File: src/design/kmed_pkg.sv
// ----------------------------------------------------------------------------
// kmed_pkg
// Shared widths, reset values and control/status types for the eager
// per-key debounce of a scanned key matrix.
// ----------------------------------------------------------------------------
package kmed_pkg;

    localparam int FIELD_W = 48;   // raw and stable key vectors
    localparam int STAMP_W = 32;   // millisecond timestamp
    localparam int TIMER_W = 8;    // per-key lockout counter

    localparam int ROWS_DEFAULT = 8;
    localparam int COLS_DEFAULT = 6;

    localparam logic [TIMER_W-1:0] DEBOUNCE_RESET = TIMER_W'(5);
    localparam logic [TIMER_W-1:0] ELAPSED_SAT    = '1;

    // Common control sent to every key cell
    typedef struct packed {
        logic               commit;    // item moves to the result register
        logic               age_en;    // counters run down this item
        logic [TIMER_W-1:0] elapsed;   // saturated elapsed time
        logic [TIMER_W-1:0] reload;    // lockout length on a flip
    } cell_ctrl_t;

    // Status returned by each key cell
    typedef struct packed {
        logic expired;     // nonzero counter reaches zero this item
        logic remaining;   // counter still above zero after aging
        logic idle;        // counter is zero after aging
    } cell_stat_t;

endpackage

File: src/design/kmed_age.sv
// ----------------------------------------------------------------------------
// kmed_age
// Elapsed time since the last stamp, modulo 2^32, saturated at the counter
// maximum.
// ----------------------------------------------------------------------------
module kmed_age
    import kmed_pkg::*;
(
    input  logic [STAMP_W-1:0] now_ms,
    input  logic [STAMP_W-1:0] last_stamp,
    output logic [TIMER_W-1:0] elapsed
);

    logic [STAMP_W-1:0] diff;

    assign diff    = now_ms - last_stamp;
    // saturate when any bit above the counter width is set
    assign elapsed = (|diff[STAMP_W-1:TIMER_W]) ? ELAPSED_SAT : diff[TIMER_W-1:0];

endmodule

File: src/design/kmed_key_cell.sv
// ----------------------------------------------------------------------------
// kmed_key_cell
// Lockout counter of one key: ages by the elapsed time and reloads on a flip.
// ----------------------------------------------------------------------------
module kmed_key_cell
    import kmed_pkg::*;
(
    input  logic       aclk,
    input  logic       aresetn,
    input  cell_ctrl_t ctrl,
    input  logic       load,
    output cell_stat_t stat
);

    logic [TIMER_W-1:0] timer_reg;
    logic [TIMER_W-1:0] timer_next;
    logic [TIMER_W-1:0] aged;
    logic               busy;
    logic               runs_out;

    assign busy     = (timer_reg != '0);
    assign runs_out = (timer_reg <= ctrl.elapsed);

    always_comb begin
        aged = timer_reg;
        if (ctrl.age_en && busy) begin
            aged = runs_out ? '0 : (timer_reg - ctrl.elapsed);
        end
    end

    assign stat.expired   = ctrl.age_en && busy && runs_out;
    assign stat.remaining = ctrl.age_en && busy && !runs_out;
    assign stat.idle      = (aged == '0);

    assign timer_next = load ? ctrl.reload : aged;

    always_ff @(posedge aclk) begin
        if (!aresetn) begin
            timer_reg <= '0;
        end else if (ctrl.commit) begin
            timer_reg <= timer_next;
        end
    end

endmodule

File: src/design/key_matrix_eager_debounce.sv
// ----------------------------------------------------------------------------
// key_matrix_eager_debounce
// Eager, symmetric per-key debounce of a full ROWS x COLS matrix scan.
//
//   channel   ports                              width   direction
//   s_        s_valid/s_ready, s_raw_keys,        48      in
//             s_now_ms                            32      in
//   m_        m_valid/m_ready, m_stable_keys_out  48      out
//   cfg_      cfg_valid/cfg_ready, cfg_data       8       in (debounce time)
//
// One scan per cycle sustained while the result drains. A scan is captured
// in the input register, evaluated there by the per-key cells and lands in
// the result register. Reset is synchronous, active low, and clears all
// counters, flags and the debounce time to 5 ms. A stalled result holds;
// the input register keeps taking scans as long as the result register
// drains or is empty. cfg_ready is always high.
// ----------------------------------------------------------------------------
module key_matrix_eager_debounce
    import kmed_pkg::*;
#(
    parameter int ROWS = ROWS_DEFAULT,
    parameter int COLS = COLS_DEFAULT
) (
    input  logic               aclk,
    input  logic               aresetn,

    input  logic               s_valid,
    output logic               s_ready,
    input  logic [FIELD_W-1:0] s_raw_keys,
    input  logic [STAMP_W-1:0] s_now_ms,

    output logic               m_valid,
    input  logic               m_ready,
    output logic [FIELD_W-1:0] m_stable_keys_out,

    input  logic               cfg_valid,
    output logic               cfg_ready,
    input  logic [TIMER_W-1:0] cfg_data
);

    // Keys past the field width are not debounced
    localparam int NKEYS = ROWS * COLS;
    localparam int LIVE  = (NKEYS < FIELD_W) ? NKEYS : FIELD_W;

    // ---- configuration ------------------------------------------------------
    logic [TIMER_W-1:0] debounce_reg;

    assign cfg_ready = 1'b1;

    always_ff @(posedge aclk) begin
        if (!aresetn) begin
            debounce_reg <= DEBOUNCE_RESET;
        end else if (cfg_valid) begin
            debounce_reg <= cfg_data;
        end
    end

    // ---- input register -----------------------------------------------------
    logic               in_valid_reg;
    logic [FIELD_W-1:0] in_raw_reg;
    logic [STAMP_W-1:0] in_now_reg;
    logic               out_valid_reg;
    logic [FIELD_W-1:0] out_keys_reg;
    logic               advance;

    // move the held scan on whenever the result slot is free or draining
    assign advance = in_valid_reg && (!out_valid_reg || m_ready);
    assign s_ready = !in_valid_reg || advance;

    always_ff @(posedge aclk) begin
        if (!aresetn) begin
            in_valid_reg <= 1'b0;
        end else if (s_ready) begin
            in_valid_reg <= s_valid;
        end
    end

    always_ff @(posedge aclk) begin
        if (s_valid && s_ready) begin
            in_raw_reg <= s_raw_keys;
            in_now_reg <= s_now_ms;
        end
    end

    // ---- debounce state -----------------------------------------------------
    logic [FIELD_W-1:0] stable_reg;
    logic [FIELD_W-1:0] last_raw_reg;
    logic [STAMP_W-1:0] last_stamp_reg;
    logic               timers_pending_reg;
    logic               refresh_pending_reg;

    logic [TIMER_W-1:0] elapsed;
    logic               aging;
    logic               any_expired;
    logic               any_remaining;
    logic               refresh_mid;
    logic               pending_mid;
    logic               changed;
    logic               evaluate;
    logic [FIELD_W-1:0] flip;
    logic [FIELD_W-1:0] stable_next;
    logic [STAMP_W-1:0] last_stamp_next;
    logic               timers_pending_next;

    cell_ctrl_t         ctrl;
    cell_stat_t         stat [LIVE];

    kmed_age u_age (
        .now_ms     (in_now_reg),
        .last_stamp (last_stamp_reg),
        .elapsed    (elapsed)
    );

    // counters run only while some lockout is pending and time has passed
    assign aging = timers_pending_reg && (elapsed != '0);

    assign ctrl.commit  = advance;
    assign ctrl.age_en  = aging;
    assign ctrl.elapsed = elapsed;
    assign ctrl.reload  = debounce_reg;

    genvar k;
    generate
        for (k = 0; k < LIVE; k++) begin : g_key
            kmed_key_cell u_cell (
                .aclk    (aclk),
                .aresetn (aresetn),
                .ctrl    (ctrl),
                .load    (flip[k]),
                .stat    (stat[k])
            );
            // flip at once when the raw bit differs and no lockout is running
            assign flip[k] = evaluate && (in_raw_reg[k] ^ stable_reg[k]) && stat[k].idle;
        end
        if (LIVE < FIELD_W) begin : g_unused
            assign flip[FIELD_W-1:LIVE] = '0;
        end
    endgenerate

    always_comb begin
        any_expired   = 1'b0;
        any_remaining = 1'b0;
        for (int i = 0; i < LIVE; i++) begin
            any_expired   = any_expired   | stat[i].expired;
            any_remaining = any_remaining | stat[i].remaining;
        end
    end

    // aging rewrites both flags; otherwise they carry over
    assign refresh_mid = aging ? any_expired   : refresh_pending_reg;
    assign pending_mid = aging ? any_remaining : timers_pending_reg;

    assign changed  = (in_raw_reg != last_raw_reg);
    assign evaluate = changed || refresh_mid;

    assign stable_next         = stable_reg ^ flip;
    assign timers_pending_next = pending_mid || (|flip);
    assign last_stamp_next     = (timers_pending_reg || evaluate) ? in_now_reg
                                                                  : last_stamp_reg;

    always_ff @(posedge aclk) begin
        if (!aresetn) begin
            stable_reg          <= '0;
            last_raw_reg        <= '0;
            last_stamp_reg      <= '0;
            timers_pending_reg  <= 1'b0;
            refresh_pending_reg <= 1'b0;
        end else if (advance) begin
            stable_reg          <= stable_next;
            last_raw_reg        <= in_raw_reg;
            last_stamp_reg      <= last_stamp_next;
            timers_pending_reg  <= timers_pending_next;
            refresh_pending_reg <= refresh_mid;
        end
    end

    // ---- result register ----------------------------------------------------
    always_ff @(posedge aclk) begin
        if (!aresetn) begin
            out_valid_reg <= 1'b0;
        end else if (advance) begin
            out_valid_reg <= 1'b1;
        end else if (m_ready) begin
            out_valid_reg <= 1'b0;
        end
    end

    // hold the result while stalled
    always_ff @(posedge aclk) begin
        if (advance) begin
            out_keys_reg <= stable_next;
        end
    end

    assign m_valid           = out_valid_reg;
    assign m_stable_keys_out = out_keys_reg;

endmodule

File: config.mk
export PLATFORM = sky130hd
export DESIGN_NAME = key_matrix_eager_debounce
export DESIGN_NICKNAME = d
export VERILOG_FILES = /design/src/design/kmed_pkg.sv /design/src/design/kmed_age.sv /design/src/design/kmed_key_cell.sv /design/src/design/key_matrix_eager_debounce.sv
export SDC_FILE = /design/constraint.sdc
export NUM_CORES = 2
export LEC_CHECK = 0
export ABC_CLOCK_PERIOD_IN_PS = 9050
export BUFFER_PORTS_ARGS = -buffer_cell sky130_fd_sc_hd__buf_2
export CORE_ASPECT_RATIO = 1.25
export CORE_MARGIN = 3
export CORE_UTILIZATION = 30
export CTS_CLUSTER_DIAMETER = 200
export DETAILED_ROUTE_END_ITERATION = 12
export PLACE_DENSITY = 0.57
export SKIP_CTS_REPAIR_TIMING = 1
export SLEW_MARGIN = 20
export SYNTH_ARGS = -nofsm -noshare
export SYNTH_HDL_FRONTEND = slang
export SYNTH_SLANG_ARGS = --single-unit
File: constraint.sdc
create_clock -name aclk -period 9.05 [get_ports aclk]
set_input_delay 0.905 -clock aclk [delete_from_list [all_inputs] [get_ports aclk]]
set_output_delay 0.905 -clock aclk [all_outputs]
set_load 0.1 [all_outputs]
==> impl_metrics.ini <==
[outcome]
status = finished, final reports clean

[final_layout]
n_fill_cell = 18968
multiInputGateArea_um2 = 37300
largest_reg_flops = 384
nets = 7586
area_growth_pct = 11.5
seqCellArea_um2 = 14300
drive_gt1_share_pct = 8.23

[worst_setup_path]
r2r_slack_ns = 0.23
cp.arrival_ns = 9.37
cp.required_ns = 9.60
crit_type = reg2reg
startpoint_type = flip-flop
critPathCaptureType = flip-flop
crit_path_end = g_key[4].u_cell.timer_reg[1]
crit_start = in_now_reg[0]
crit_top_cell = nand2_1
slowest_stage = or4b_4
r2r_cells = 32
crit_path_max_fanout = 18
reg2reg_from = in_now_reg[0]
slowest_delay_ns = 0.60
reg2reg_to = g_key[4].u_cell.timer_reg[1]

[routing]
drt_iter0_drc = 6059
viasPerCell = 6.07
ant_nets = 0
vias = 57755
post_drt_wl_per_cell_um = 26.1
drc_errors = 0
dr.pass1.iters = 8
wl_mm = 249

[yosys]
syn_inst = 7143
synthesis.nets = 7652
synth_top_family_by_area = compound AO/OA/AOI/OAI gates
synthAdderAreaFrac_pct = 10.9
synth_seq_area_share_pct = 26.1
yosysUniqueCellTypes = 111
synth_compound_area_share_pct = 29.3
postSynthAreaPerCell_um2 = 7.68
synth-edff-count = 128
yosys.area_share.simple_pct = 19.5
synth_area_um2 = 54900
synth_mux_area_share_pct = 0.937
synth_top_flop_cell = dfxtp_1
ys_seq_elements = 652
yosysWarningCount = 0
synth_xor_area_share_pct = 6.83
async_reset_ff_share_pct = 0

[power]
totalPowerFinal_uw = 9070
power_leakage_uw = 0.0242
power_density_nw_per_um2 = 148
ir_drop_mv = 0.156

[sta]
tightest_slew_ns = 1.12
drv_slew = 0
fmax_mhz = 113
whs_ns = 0.357
fin_crit_sh_pct = 97.4
fin_crit_ns = 8.82
setup_viol = 0
hold_viol = 0
relSlewSlack_pct = 24.9
rsz0062_at_grt = yes
worst_clock_skew_ns = 0.0443

[place]
hpwl_mm = 171
port_buffers = 142
place_congestion = 0.949

[clock_tree]
clk_latency_ns = 0.74
clk_pin_slew_worst_paths_ns = 0.07
numCtsBuffers = 79
clock_sinks = 652
clock_path_buffers = 3
cts_max_level = 3
clockRootBuffer = clkbuf_16
cts_tree = done

[global_route]
grt_max_degree = 155
grt_pass1_wl_mm = 361
grt_pass1_vias = 54926
grt_use_total_pct = 25.2
antenna_found_initial = 10
grt_overflow = 0

[floorplanning]
core_um2 = 181000
start_util_pct = 30.3
io_pins = 144
dieWidth_um = 389
die-area_um2 = 188000
num_rows = 174
die_h_um = 484

[job]
maxCapViolCount = 0

[worst_hold_path]
holdCritPathClass = in2reg
worst min path at each step:
stage                                              from                             to  slack [ns]  cells past startpoint
after CTS                                   s_now_ms[7]                  in_now_reg[7]        0.30                      1
after detailed placement               last_raw_reg[18]               last_raw_reg[18]        0.46                      2
after global routing                       s_now_ms[11]                 in_now_reg[11]        0.34                      1
after floorplan           g_key[23].u_cell.timer_reg[0]  g_key[23].u_cell.timer_reg[0]        0.44                      2
final                                      s_now_ms[12]                 in_now_reg[12]        0.36                      1
after global placement               last_stamp_reg[18]             last_stamp_reg[18]        0.45                      2
cells in the final DEF, fill, tap and decap left out, types with 83 or more instances in the layout:
cell      netlist  routed
nand2_1       771     768
a21oi_1       689     687
o21ai_0       623     622
dfxtp_1       524     516
nor2_1        378     371
ha_1          367     367
inv_1         338     336
xnor2_1       276     276
a31oi_1       234     234
nand3_1       228     228
buf_4          41     169
a21o_1        156     155
xor2_1        152     152
nor3_1        152     151
buf_2          94     141
edfxtp_1      128     128
nand4_1       110     110
a211oi_1      111     109
nor4_1         98      93
a22oi_1        86      86
nand2b_1       84      83
cell usage after synthesis (all sizes together), types with 128 or more instances:
cell type	count	area share, %
a21oi	691	6.3
a21o	156	2.1
clkbuf	304	2.1
xnor2	276	4.4
ha	367	8.4
o21ai	643	5.9
xor2	152	2.4
buf	181	2.0
nand3	229	2.1
dfxtp	524	19
a31oi	235	2.7
edfxtp	128	7.0
nand2	773	5.3
nor3	153	1.4
inv	338	2.3
nor2	381	2.6
kinds of logic (layout without fill, tap and decap cells):
kind of cell,Yosys count,count (layout)
buffers and inverters,825,823
xor gates and xnor gates,428,428
adders and majority gates,458,458
muxes,51,51
AOI/OAI and AO/OA,2535,2535
DFF,652,652
and+or+nand+nor,2193,2194
other,1,5
cell type report:
| class | instances | area share, % |
|---|---|---|
| tap | 2376 | 4.86 |
| clock buffer | 101 | 3.55 |
| antenna | 4 | 0.0164 |
| timing repair buffer | 337 | 4.07 |
| clock inverter | 45 | 0.947 |
| inverter | 340 | 2.12 |
| multi-input combinational | 5667 | 61.0 |
| sequential | 652 | 23.4 |
per-stage QoR:
step / TNS [ns] / setup slack, ns / area [µm²] / cells / utilization, %
after global placement: -14.99 / -0.364 / 58200 / 9363 / 32.2
final: 0 / 0.234 / 61200 / 9522 / 33.8
after detailed placement: -65.00 / -0.482 / 58300 / 9364 / 32.2
after global routing: -0.209 / -0.0722 / 61200 / 9518 / 33.8
after CTS: -58.83 / -0.456 / 61000 / 9510 / 33.7
after floorplan: 0 / 0.119 / 54900 / 7143 / -
power by group:
part	total (µW)	switching [µW]	internal, µW
clock	3520	1510	2010
sequential	3410	246	3160
combinational	2140	1470	676
total	9070	3230	5840
metal layers:
| metal | vias up | track usage, % | part of all wire (%) | wire, µm |
|---|---|---|---|---|
| li1 | 26330 | - | - | - |
| met5 | - | 0 | 0.016 | 41 |
| met3 | 746 | 4.80 | 8.9 | 22100 |
| met2 | 2891 | 39.8 | 44 | 109000 |
| met4 | 6 | 17.0 | 7.7 | 19000 |
| met1 | 27782 | 31.0 | 40 | 98800 |
critical path, delay by kind of cell, from the launching register on:
| kind | cells | cell delay, ns |
|---|---|---|
| buffers and inverters | 4 | 0.80 |
| AO/OA/AOI/OAI | 10 | 2.03 |
| adder cells (fa/ha/maj) | 4 | 1.40 |
| AND/OR/NAND/NOR | 14 | 4.07 |
| flip-flops | 1 | 0.33 |
(Power assumes the default switching activity.)
